$ cat src/sv/msa_pkg.sv
// shared types and constants for the multi sensor aggregator
`timescale 1ns / 1ps
package msa_pkg;
    localparam int MAX_SENSORS = 16;
    localparam int IDX_W = $clog2(MAX_SENSORS);
    localparam int CNT_W = $clog2(MAX_SENSORS + 1);
    localparam int SUM_W = 32 + CNT_W;

    typedef enum logic [2:0] {
        MODE_MIN    = 3'd0,
        MODE_MAX    = 3'd1,
        MODE_SUM    = 3'd2,
        MODE_MEAN   = 3'd3,
        MODE_MEDIAN = 3'd4,
        MODE_RANGE  = 3'd5,
        MODE_RECENT = 3'd6,
        MODE_RECENT_ALT = 3'd7
    } mode_t;

    localparam logic REG_MODE = 1'b0;
    localparam logic REG_USE  = 1'b1;

    // controller to datapath
    typedef struct packed {
        logic load;      // capture item, write slot
        logic scan_clr;  // clear scan accumulators
        logic scan_step; // process slot scan_idx in pass one
        logic rank_clr;  // start rank pass for one candidate
        logic rank_step; // process slot in rank pass
        logic rank_end;  // latch rank result
        logic div_init;
        logic div_step;
        logic finish;    // form result
    } cmd_t;

    // datapath to controller
    typedef struct packed {
        logic recent;
        logic rv;
        logic cnt_zero;
        logic need_div;
        logic need_rank;
        logic two_ranks;
    } status_t;
endpackage

$ cat src/sv/multi_sensor_aggregator.sv
// top level of the multi sensor aggregator
`timescale 1ns / 1ps
// one item is taken at a time. an invalid reading outside most-recent mode ends after the
// decide state, most-recent mode goes straight to the final state; min, max, sum and range
// take one 16-slot scan; mean adds a 37-step restoring divide; median runs one rank count
// per candidate slot, once or twice. the result sits in an output register;
// the next item may be taken while it waits, but that item's result holds in the final
// state until the register is free. slots reset invalid.
module multi_sensor_aggregator (
    input  logic               clk,
    input  logic               rst_n,
    input  logic               in_valid,
    output logic               in_ready,
    input  logic [3:0]         sensor_index,
    input  logic signed [31:0] reading,
    input  logic               reading_valid,
    output logic               out_valid,
    input  logic               out_ready,
    output logic signed [31:0] combined,
    output logic               combined_valid,
    input  logic               cfg_we,
    input  logic               cfg_index,
    input  logic [4:0]         cfg_data
);
    import msa_pkg::*;

    logic [2:0] mode_reg;
    logic [4:0] use_reg;
    cmd_t cmd;
    status_t status;
    logic [IDX_W-1:0] scan_idx;
    logic rank_sel;
    logic [5:0] div_bit;

    // configuration writes
    always_ff @(posedge clk or negedge rst_n)
    begin
        if (!rst_n)
        begin
            mode_reg <= 3'd0;
            use_reg <= 5'd1;
        end
        else if (cfg_we)
        begin
            if (cfg_index == REG_MODE) mode_reg <= cfg_data[2:0];
            else use_reg <= cfg_data;
        end
    end

    msa_ctrl u_ctrl (
        .clk(clk), .rst_n(rst_n), .in_valid(in_valid), .in_ready(in_ready),
        .out_valid(out_valid), .out_ready(out_ready), .status(status), .cmd(cmd),
        .scan_idx(scan_idx), .rank_sel(rank_sel), .div_bit(div_bit)
    );

    msa_datapath u_dp (
        .clk(clk), .rst_n(rst_n), .cmd(cmd), .scan_idx(scan_idx), .rank_sel(rank_sel),
        .div_bit(div_bit), .mode_cfg(mode_reg), .use_cfg(use_reg),
        .sensor_index(sensor_index), .reading(reading), .reading_valid(reading_valid),
        .status(status), .combined(combined), .combined_valid(combined_valid)
    );
endmodule

$ cat src/sv/msa_datapath.sv
// datapath: slot storage, scan, rank selection, serial divider, result register
`timescale 1ns / 1ps
module msa_datapath (
    input  logic                  clk,
    input  logic                  rst_n,
    input  msa_pkg::cmd_t         cmd,
    input  logic [msa_pkg::IDX_W-1:0] scan_idx,
    input  logic                  rank_sel,
    input  logic [5:0]            div_bit,
    input  logic [2:0]            mode_cfg,
    input  logic [4:0]            use_cfg,
    input  logic [3:0]            sensor_index,
    input  logic signed [31:0]    reading,
    input  logic                  reading_valid,
    output msa_pkg::status_t      status,
    output logic signed [31:0]    combined,
    output logic                  combined_valid
);
    import msa_pkg::*;

    logic signed [31:0] slot_reg [MAX_SENSORS];
    logic [MAX_SENSORS-1:0] valid_reg;
    logic signed [31:0] rd_reg;
    logic rv_reg;
    logic [CNT_W-1:0] n_reg;
    logic [CNT_W-1:0] cnt_reg;
    logic signed [SUM_W-1:0] sum_reg;
    logic signed [31:0] min_reg, max_reg;
    // rank pass: count of values below/equal to candidate
    logic signed [31:0] cand_reg;
    logic [CNT_W-1:0] lt_reg, le_reg;
    logic signed [31:0] sel_reg [2];
    logic [1:0] found_reg;
    logic [SUM_W-1:0] quo_reg, rem_reg;
    logic signed [31:0] res_reg;
    logic resv_reg;

    logic signed [31:0] slot_v;
    logic slot_in;
    logic [CNT_W-1:0] target;
    logic [4:0] use_sat;
    logic [SUM_W-1:0] abs_sum;
    logic [SUM_W-1:0] rem_sh;
    logic signed [32:0] half_sum;
    logic signed [32:0] diff;
    logic signed [31:0] sum_sat;

    assign slot_v = slot_reg[scan_idx];
    assign slot_in = valid_reg[scan_idx] && ({1'b0, scan_idx} < n_reg);
    assign use_sat = (use_cfg > 5'(MAX_SENSORS)) ? 5'(MAX_SENSORS) : use_cfg;
    // median ranks: lower middle (cnt-1)/2 and upper cnt/2
    assign target = rank_sel ? (cnt_reg >> 1) : ((cnt_reg - 1'b1) >> 1);
    assign abs_sum = sum_reg[SUM_W-1] ? SUM_W'(-sum_reg) : SUM_W'(sum_reg);
    assign rem_sh = {rem_reg[SUM_W-2:0], abs_sum[div_bit]};
    assign half_sum = (33'(sel_reg[0]) + 33'(sel_reg[1])) >>> 1;
    assign diff = 33'(max_reg) - 33'(min_reg);
    assign sum_sat = (sum_reg > SUM_W'(32'sh7fffffff)) ? 32'sh7fffffff :
                     (sum_reg < -SUM_W'(33'sh080000000)) ? 32'sh80000000 : 32'(sum_reg);

    assign status.recent    = mode_cfg[2] & mode_cfg[1];
    assign status.rv        = rv_reg;
    // includes the slot counted at this edge, so the last scan step is seen
    assign status.cnt_zero  = (cnt_reg == '0) && !(cmd.scan_step && slot_in);
    assign status.need_div  = (mode_t'(mode_cfg) == MODE_MEAN);
    assign status.need_rank = (mode_t'(mode_cfg) == MODE_MEDIAN);
    assign status.two_ranks = ~cnt_reg[0];

    always_ff @(posedge clk or negedge rst_n)
    begin
        if (!rst_n)
        begin
            valid_reg <= '0;
            for (int i = 0; i < MAX_SENSORS; i++)
            begin
                slot_reg[i] <= '0;
            end
        end
        else if (cmd.load && ({1'b0, sensor_index} < CNT_W'(MAX_SENSORS)))
        begin
            slot_reg[IDX_W'(sensor_index)] <= reading;
            valid_reg[IDX_W'(sensor_index)] <= reading_valid;
        end
    end

    always_ff @(posedge clk)
    begin
        if (cmd.load)
        begin
            rd_reg <= reading;
            rv_reg <= reading_valid;
            n_reg <= CNT_W'(use_sat);
        end
        if (cmd.scan_clr)
        begin
            cnt_reg <= '0;
            sum_reg <= '0;
            min_reg <= 32'sh7fffffff;
            max_reg <= 32'sh80000000;
            found_reg <= '0;
        end
        else if (cmd.scan_step && slot_in)
        begin
            cnt_reg <= cnt_reg + 1'b1;
            sum_reg <= sum_reg + SUM_W'(slot_v);
            if (slot_v < min_reg) min_reg <= slot_v;
            if (slot_v > max_reg) max_reg <= slot_v;
        end
        if (cmd.rank_clr)
        begin
            cand_reg <= slot_v;
            lt_reg <= '0;
            le_reg <= '0;
        end
        else if (cmd.rank_step && slot_in)
        begin
            if (slot_v < cand_reg) lt_reg <= lt_reg + 1'b1;
            if (slot_v <= cand_reg) le_reg <= le_reg + 1'b1;
        end
        // candidate has the target rank if lt <= target < le
        if (cmd.rank_end && !found_reg[rank_sel] && (lt_reg <= target) && (target < le_reg))
        begin
            sel_reg[rank_sel] <= cand_reg;
            found_reg[rank_sel] <= 1'b1;
        end
        if (cmd.div_init)
        begin
            quo_reg <= '0;
            rem_reg <= '0;
        end
        else if (cmd.div_step)
        begin
            if (rem_sh >= SUM_W'(cnt_reg))
            begin
                rem_reg <= rem_sh - SUM_W'(cnt_reg);
                quo_reg[div_bit] <= 1'b1;
            end
            else
            begin
                rem_reg <= rem_sh;
            end
        end
        if (cmd.finish)
        begin
            if (status.recent)
            begin
                res_reg <= rd_reg;
                resv_reg <= rv_reg;
            end
            else if (cnt_reg == '0)
            begin
                res_reg <= '0;
                resv_reg <= 1'b0;
            end
            else
            begin
                resv_reg <= 1'b1;
                unique case (mode_t'(mode_cfg))
                    MODE_MIN:    res_reg <= min_reg;
                    MODE_MAX:    res_reg <= max_reg;
                    MODE_SUM:    res_reg <= sum_sat;
                    MODE_MEAN:   res_reg <= sum_reg[SUM_W-1] ? -32'(quo_reg) : 32'(quo_reg);
                    MODE_MEDIAN: res_reg <= cnt_reg[0] ? sel_reg[0] : 32'(half_sum);
                    MODE_RANGE:  res_reg <= (diff > 33'sh07fffffff) ? 32'sh7fffffff : 32'(diff);
                    default:     res_reg <= rd_reg;
                endcase
            end
        end
    end

    assign combined = res_reg;
    assign combined_valid = resv_reg;
endmodule

$ cat src/sv/msa_ctrl.sv
// controller: sequences scan, rank, divide and output transfer
`timescale 1ns / 1ps
module msa_ctrl (
    input  logic                  clk,
    input  logic                  rst_n,
    input  logic                  in_valid,
    output logic                  in_ready,
    output logic                  out_valid,
    input  logic                  out_ready,
    input  msa_pkg::status_t      status,
    output msa_pkg::cmd_t         cmd,
    output logic [msa_pkg::IDX_W-1:0] scan_idx,
    output logic                  rank_sel,
    output logic [5:0]            div_bit
);
    import msa_pkg::*;

    typedef enum logic [2:0] {
        S_IDLE, S_DECIDE, S_SCAN, S_RCAND, S_RCOUNT, S_RJUDGE, S_DIV, S_FIN
    } state_t;

    state_t state_reg;
    logic [IDX_W-1:0] idx_reg, cand_reg;
    logic sel_reg;
    logic [5:0] bit_reg;
    logic ov_reg;

    logic fin_go;
    assign fin_go = (state_reg == S_FIN) && (!ov_reg || out_ready);
    assign in_ready = (state_reg == S_IDLE);
    assign out_valid = ov_reg;
    assign scan_idx = (state_reg == S_RCAND) ? cand_reg : idx_reg;
    assign rank_sel = sel_reg;
    assign div_bit = bit_reg;

    always_comb
    begin
        cmd = '0;
        cmd.load = in_valid && in_ready;
        unique case (state_reg)
            S_DECIDE: cmd.scan_clr = 1'b1;
            S_SCAN:   cmd.scan_step = 1'b1;
            S_RCAND:  cmd.rank_clr = 1'b1;
            S_RCOUNT: cmd.rank_step = 1'b1;
            S_RJUDGE: cmd.rank_end = 1'b1;
            S_DIV:    cmd.div_step = 1'b1;
            S_FIN:    cmd.finish = fin_go;
            default:  cmd.div_init = 1'b1;
        endcase
    end

    always_ff @(posedge clk or negedge rst_n)
    begin
        if (!rst_n)
        begin
            state_reg <= S_IDLE;
            idx_reg <= '0;
            cand_reg <= '0;
            sel_reg <= 1'b0;
            bit_reg <= '0;
            ov_reg <= 1'b0;
        end
        else
        begin
            if (fin_go) ov_reg <= 1'b1;
            else if (out_ready) ov_reg <= 1'b0;
            unique case (state_reg)
                S_IDLE:
                begin
                    if (in_valid) state_reg <= S_DECIDE;
                end
                S_DECIDE:
                begin
                    idx_reg <= '0;
                    if (status.recent) state_reg <= S_FIN;
                    else if (!status.rv) state_reg <= S_IDLE;
                    else state_reg <= S_SCAN;
                end
                S_SCAN:
                begin
                    idx_reg <= idx_reg + 1'b1;
                    if (idx_reg == IDX_W'(MAX_SENSORS - 1))
                    begin
                        cand_reg <= '0;
                        sel_reg <= 1'b0;
                        bit_reg <= 6'(SUM_W - 1);
                        if (status.cnt_zero) state_reg <= S_FIN;
                        else if (status.need_rank) state_reg <= S_RCAND;
                        else if (status.need_div) state_reg <= S_DIV;
                        else state_reg <= S_FIN;
                    end
                end
                S_RCAND:
                begin
                    idx_reg <= '0;
                    state_reg <= S_RCOUNT;
                end
                S_RCOUNT:
                begin
                    idx_reg <= idx_reg + 1'b1;
                    if (idx_reg == IDX_W'(MAX_SENSORS - 1)) state_reg <= S_RJUDGE;
                end
                S_RJUDGE:
                begin
                    if (cand_reg == IDX_W'(MAX_SENSORS - 1))
                    begin
                        cand_reg <= '0;
                        if (status.two_ranks && !sel_reg)
                        begin
                            sel_reg <= 1'b1;
                            state_reg <= S_RCAND;
                        end
                        else state_reg <= S_FIN;
                    end
                    else
                    begin
                        cand_reg <= cand_reg + 1'b1;
                        state_reg <= S_RCAND;
                    end
                end
                S_DIV:
                begin
                    bit_reg <= bit_reg - 1'b1;
                    if (bit_reg == '0) state_reg <= S_FIN;
                end
                default:
                begin
                    if (fin_go) state_reg <= S_IDLE;
                end
            endcase
        end
    end

`ifndef SYNTHESIS
    a_noacc: assert property (@(posedge clk) disable iff (!rst_n)
        (state_reg != S_IDLE) |-> !in_ready) else $error("ready while busy");
    a_ovset: assert property (@(posedge clk) disable iff (!rst_n)
        fin_go |=> ov_reg) else $error("result lost");
    a_hold: assert property (@(posedge clk) disable iff (!rst_n)
        (ov_reg && !out_ready) |=> ov_reg) else $error("result dropped");
`endif
endmodule

$ cat config.mk
export PLATFORM = sky130hd
export DESIGN_NAME = multi_sensor_aggregator
export DESIGN_NICKNAME = d
export VERILOG_FILES = /design/src/sv/msa_pkg.sv /design/src/sv/multi_sensor_aggregator.sv /design/src/sv/msa_datapath.sv /design/src/sv/msa_ctrl.sv
export SDC_FILE = /design/constraint.sdc
export NUM_CORES = 2
export LEC_CHECK = 0
export ABC_CLOCK_PERIOD_IN_PS = 8800
export BUFFER_PORTS_ARGS = -buffer_cell sky130_fd_sc_hd__buf_2
export CORE_ASPECT_RATIO = 1.1
export CORE_MARGIN = 2
export CORE_UTILIZATION = 51
export CTS_CLUSTER_SIZE = 8
export DETAILED_ROUTE_END_ITERATION = 16
export GPL_ROUTABILITY_DRIVEN = 0
export PLACE_DENSITY = 0.66
export SYNTH_ARGS = -nofsm -noshare
export SYNTH_HDL_FRONTEND = slang
export SYNTH_SLANG_ARGS = --single-unit
export TNS_END_PERCENT = 20
$ cat constraint.sdc
create_clock -name clk -period 8.8 [get_ports clk]
set_input_delay 0.88 -clock clk [delete_from_list [all_inputs] [get_ports clk]]
set_output_delay 0.88 -clock clk [all_outputs]
set_load 0.1 [all_outputs]
======== Word-level counts from Yosys, hierarchy flattened ========
Memory sizes are Yosys's and may differ from the RTL's.
Index checks and enable logic that the tools add are counted.
storage, ports and cells
  register bits ........................... 849
  memory bits (writable) .................. 64
  word-level logic and storage cells ...... 214
  memories ................................ 1
memories
  memory        words  width  rd ports  clocked after memory_dff  write ports  RTL line            text
  u_dp.sel_reg  2      32     2         0                         1            msa_datapath.sv:32  logic signed [31:0] sel_reg [2];
operators by class
  add/subtract/negate cells ............... 13
  magnitude comparators ................... 22
  equality and inequality tests ........... 20
  muxes and demuxes ....................... 69
  bitwise logic cells ..................... 7
  reductions and logical operators ........ 42
operator list
  operator                                                          number
  bitwise mux 512 bit                                               1
  two-way mux 32 bit                                                10
  one-hot mux 32 bit (6 select lines)                               1
  binary-select mux 32 bit (select 4 bit)                           1
  demux 32 bit (select 4 bit)                                       1
  less-than comparator 32 bit                                       2
  adder 37 x 32 -> 37 bit                                           1
  greater-or-equal comparator 37 x 5 -> 1 bit                       1
  greater-than comparator 37 x 32 -> 1 bit (second input constant)  1
  less-than comparator 37 x 32 -> 1 bit (second input constant)     1
  two-way mux 37 bit                                                1
  negation 37 bit                                                   1
  OR 37 bit                                                         1
  two-way mux 36 bit                                                1
  subtractor 36 x 5 -> 36 bit                                       1
  adder 32 x 32 -> 33 bit                                           1
  greater-than comparator 33 x 32 -> 1 bit (second input constant)  1
  subtractor 32 x 32 -> 33 bit                                      1
  greater-than comparator 32 bit                                    1
  less-or-equal comparator 32 bit                                   1
  negation 32 bit                                                   1
  two-way mux 3 bit                                                 10
  two-way mux 1 bit                                                 24
  one-hot mux 3 bit (7 select lines)                                1
  other kinds (51)                                                  107

======== Depth between registers and ports, before layout ========
  depth after elaboration ................. 11
  depth in mapped cells ................... 26
  depth with buffers taken out ............ 26

======== Hierarchy ========
From an unflattened synthesis, not the netlist that was laid out.
second synthesis, totals
  cells, all modules ...................... 4292
  area total of the unflattened synthesis .. 49058.3 sq um
by module, submodules not included
  module                   times used  cells each  area an instance (sq um)  sequential area each (sq um)
  msa_datapath             1           4126        47470.5                   21951.1
  msa_ctrl                 1           148         1252.5                    475.5
  multi_sensor_aggregator  1           18          335.3                     201.4

======== Worst setup path after synthesis ========
Ideal clock, no wire load.
  kind .................................... register -> register
  from .................................... register u_ctrl.state_reg[1]
  to ...................................... register u_dp.sum_reg[35]
  setup time .............................. 78 ps
  data arrival time ....................... 5893 ps
  required time ........................... 8722 ps
  setup slack ............................. 2829 ps
  cell stages (with the launch flop) ...... 24
  path buffers ............................ 4
  cell sequence ........................... dfrtp_1 buf_2 nand3b_4 inv_2 mux2i_4 clkbuf_1 clkbuf_1 clkbuf_1 mux4_2 nand2_1 and3_1 a31oi_1 ha_1 o21ai_0 o21bai_1 o41ai_1 a21o_1 a31oi_1 a2111oi_0 o21ai_1 a21oi_1 o21ai_1 and3_1 nor3_1
on the way
  longest elaborated chain between the ends .. 7
  elaborated cells between the ends (all ways) .. 16
  those cells by class .................... 1 x add/sub; 1 x order compare; 3 x eq/ne; 8 x mux; 1 x bitwise; 2 x reduce/logical
ends and longest elaborated chain
  element                                                RTL line             text
  from (decl)                                            msa_ctrl.sv:22       state_t state_reg;
  from (signal assigned)                                 msa_ctrl.sv:56       state_reg <= S_IDLE;
  from (signal assigned)                                 msa_ctrl.sv:70       if (in_valid) state_reg <= S_DECIDE;
  from (signal assigned)                                 msa_ctrl.sv:75       if (status.recent) state_reg <= S_FIN;
  == test 3 x 2 -> 1 bit                                 msa_ctrl.sv:32       assign scan_idx = (state_reg == S_RCAND) ? cand_reg : idx_reg;
  two-way mux 4 bit                                      msa_ctrl.sv:32
  inverter 4 -> 5 bit (not written as such)              msa_datapath.sv:48   assign slot_v = slot_reg[scan_idx];
  binary-select mux 32 bit (select 4 bit)                msa_datapath.sv:48
  two-way mux 32 bit (not written as such) (2 in a row)  msa_datapath.sv:48
  via u_dp.slot_v[2]                                     msa_datapath.sv:38   logic signed [31:0] slot_v;
  adder 37 x 32 -> 37 bit                                msa_datapath.sv:104  sum_reg <= sum_reg + SUM_W'(slot_v);
  to (signal assigned)                                   msa_datapath.sv:104
  to (decl)                                              msa_datapath.sv:27   logic signed [SUM_W-1:0] sum_reg;
The timed path passes the listed nets, and every way through them passes these cells. The select of a mux whose other input is x is not followed.
A chain may end at the register's enable or synchronous reset.

======== Final worst setup path ========
  from .................................... register u_ctrl.state_reg[0]
  to ...................................... register u_dp.sum_reg[35]
Same word-level chain as after synthesis.

==> impl_metrics.yaml <==
power_and_ir_drop:
  p_sw_share_pct: 40.90
  p_total_mw: 18.95
  cellPowerDensity_nw_per_um2: 345.8
  comb_power_share_pct: 43.3
  irDropWorstVdd_v: 0.0002439
  switching_power_mw: 7.749
  internal_power_mw: 11.20
  p_seq_share_pct: 31.8
  p_leak_nw: 24.60
  clock_power_share_pct: 24.9
floorplanning:
  core_area_um2: 95590
  die-area_um2: 98790
  die_h_um: 329.4
  num_io_pins: 83
  num_rows: 119
  start_util_pct: 51.37
  die_width_um: 299.9
layout:
  fin_nets: 4800
  largest_reg_flops: 512
  syn_to_final_growth_pct: 11.59
  fin_util_pct: 57.33
  final_cells: 5869
  drive_gt1_share_pct: 22.86
clocking:
  tritoncts: "done"
  numCtsBuffers: 132
  clockBufferDepth: 3
  post_cts_buffers: 0
  postCtsHoldBufs: 0
  path_clk_slew_ps: 50
  cts_max_level: 4
  cts.sinks: 908
  root_buffer: "clkbuf_16"
  ctsResizeCount: 0
  clk_latency_ps: 740
worst_setup_path:
  end_kind: "flop"
  cp_max_fo: 34
  cp-start-kind: "flop"
  critical_path_arrival_ps: 7820
  worstPathRequired_ps: 9460
  worstSetupPathType: "flop to flop"
  ff2ff_path_depth: 21
timing:
  worst_pin_slew_ps: 1276
  max_freq_mhz: 139.7
  fin_setup_tns_ps: 0
  max_slew_margin_pct: 14.56
  hold_violations: 0
  fin_skew_ps: 45.57
  drv_slew: 0
  timing.final.crit_share_pct: 81.34
  setup_slack_ps: 1642
  rsz0062_at_grt: "false"
  period_minus_slack_ps: 7158
  setup_violations: 0
synthesis:
  synthArstFlopShare_pct: 61.12
  ys_types: 92
  netlist_instances: 4498
  avgSynthCellArea_um2: 10.92
  synth_edf_count: 167
  ys_seq_elements: 908
  netlist_area_um2: 49110
  ys_seq_area_share_pct: 46.08
  syn-num-nets: 4769
  yosysWarnings: 0
  ys.flop_type: "dfrtp_1"
global_route:
  grt_antenna_before_repair: 10
  grt_start_max_net_pins: 198
  grt_overflow: 0
  grt_pass1_vias: 35950
  gr-usage-all-layers_pct: 28.61
  grt_first_pass_wirelength_um: 216900
detailed_routing:
  wl_per_cell_um: 24.05
  routed_wirelength_um: 141200
  drc: 0
  drt_iter0_drc: 3604
  ant_nets: 0
  drt-pass1-iter-count: 6
  vias: 36740
  viasPerCell: 6.260
flow_run:
  cap_violations: 0
placement:
  placed_cells: 5665
  portBuffers: 82
  place_hpwl_um: 94600
  dp_slack_ps: 1681
worst_hold_path:
  hold_class: "input pin to async pin"
outcome:
  status: "finished clean"
## placed cells by master (no fill, tap or decap), types with 13 or more instances in the layout
cell / n
a211oi_1: 29
a31oi_1: 88
inv_1: 158
mux2_1: 19
clkbuf_16: 135
o211ai_1: 21
o21a_1: 18
o21ai_1: 58
or3_1: 21
nor3_1: 67
ha_1: 219
nor2_1: 239
o2111ai_1: 14
o221ai_1: 13
xor2_1: 52
nand2_1: 389
mux2_2: 520
buf_4: 95
nand4_1: 46
or4_1: 17
edfxtp_1: 167
xnor2_1: 109
o31ai_1: 34
a21oi_1: 246
nor4_1: 23
mux2i_1: 50
nand2b_1: 30
dfxtp_1: 185
nor2b_1: 33
dfrtp_1: 553
clkbuf_1: 53
buf_2: 81
o21ai_0: 225
and3_1: 51
a221oi_1: 20
a21o_1: 67
or2_2: 13
nand3_1: 87
mux4_2: 130
## synth_stat cells, types with 58 or more instances
master / count / area, um2
clkbuf_1: 219 / 822.0
nor3_1: 70 / 350.3
a21oi_1: 247 / 1236
nand3_1: 88 / 440.4
mux4_2: 130 / 2928
xnor2_1: 109 / 954.7
nor2_1: 244 / 915.9
inv_1: 159 / 596.8
mux2_2: 521 / 5867
dfxtp_1: 186 / 3724
edfxtp_1: 167 / 5015
o21ai_1: 58 / 290.3
dfrtp_1: 554 / 13860
ha_1: 219 / 2740
nand2_1: 400 / 1501
a21o_1: 67 / 503.0
a31oi_1: 88 / 550.5
o21ai_0: 225 / 1126
## power groups by stage
| stage | sequential [mW] | combinational [mW] | clock [mW] |
|---|---|---|---|
| final | 6.02 | 8.20 | 4.73 |
| after global routing | 6.12 | 8.93 | 4.97 |
| after CTS | 6.00 | 8.12 | 4.80 |
| after detailed placement | 6.06 | 8.08 | 0 |
| after global placement | 6.03 | 7.98 | 0 |
| after floorplan | 6.05 | 5.53 | 0 |
## routing by layer
metal	track usage [%]	wire, um	vias up
li1	-	-	16560
met1	38.02	59690	18490
met2	46.87	67000	1354
met3	4.769	9089	333
met4	11.46	5325	8
met5	0	52	-
## metrics by stage
step	hold slack [ps]	cell area, um2
after global routing	166.3	54800
after floorplan	420.8	49110
after global placement	430.7	50980
final	129.4	54800
after detailed placement	441.0	50980
after CTS	141.0	54800
## critical path, cell delays in order (launching register included)
cell and delay, ps:
dfrtp_1 320, buf_4 240, nand3b_4 220, inv_2 140, mux2i_4 820, buf_12 320, mux4_2 230, nand2_1 60
and3_1 200, a31oi_1 860, ha_1 400, a211oi_1 310, o21bai_1 180, o41ai_1 720, a21o_1 280, a31oi_1 170
a2111oi_0 700, o21ai_1 160, a21oi_1 260, o21ai_1 120, and3_1 190, nor3_1 160
## logic make-up (layout without fill, tap and decap cells)
logic type      after synthesis  in the layout  synth area share (%)
compound gates              942            942                 11.84
xor+xnor                    162            162                 2.905
fa+ha+maj                   223            223                 5.743
buf+inv                     447            547                 3.473
flops                       908            908                 46.08
mux                         723            723                 19.45
other cells                   0              1                     0
simple gates               1093           1093                 10.51
## final cells by class
cell class,count,area (um2)
fillers,8020,40790
multi-input cells,3143,24930
repair buffers,181,1214
clock buffers,190,3605
well taps,1270,1589
diodes,1,2.502
clock inverters,13,216.5
inverters,163,611.8
flip-flops and latches,908,22630
## path summary, 6_finish.rpt
path | startpoint | end | slack [ps]
min reg2reg | u_dp.found_reg[0] | u_dp.found_reg[0] | 450
min | rst_n | u_ctrl.div_bit[1] | 130
max | u_ctrl.state_reg[0] | u_dp.sum_reg[35] | 1640
min in group clk | cfg_data[1] | mode_reg[1] | 390
max reg2reg | u_ctrl.state_reg[0] | u_dp.sum_reg[35] | 1640
max in group asynchronous | rst_n | u_dp.slot_reg[218] | 6500
No activity file was read; power rests on OpenSTA's default activity.
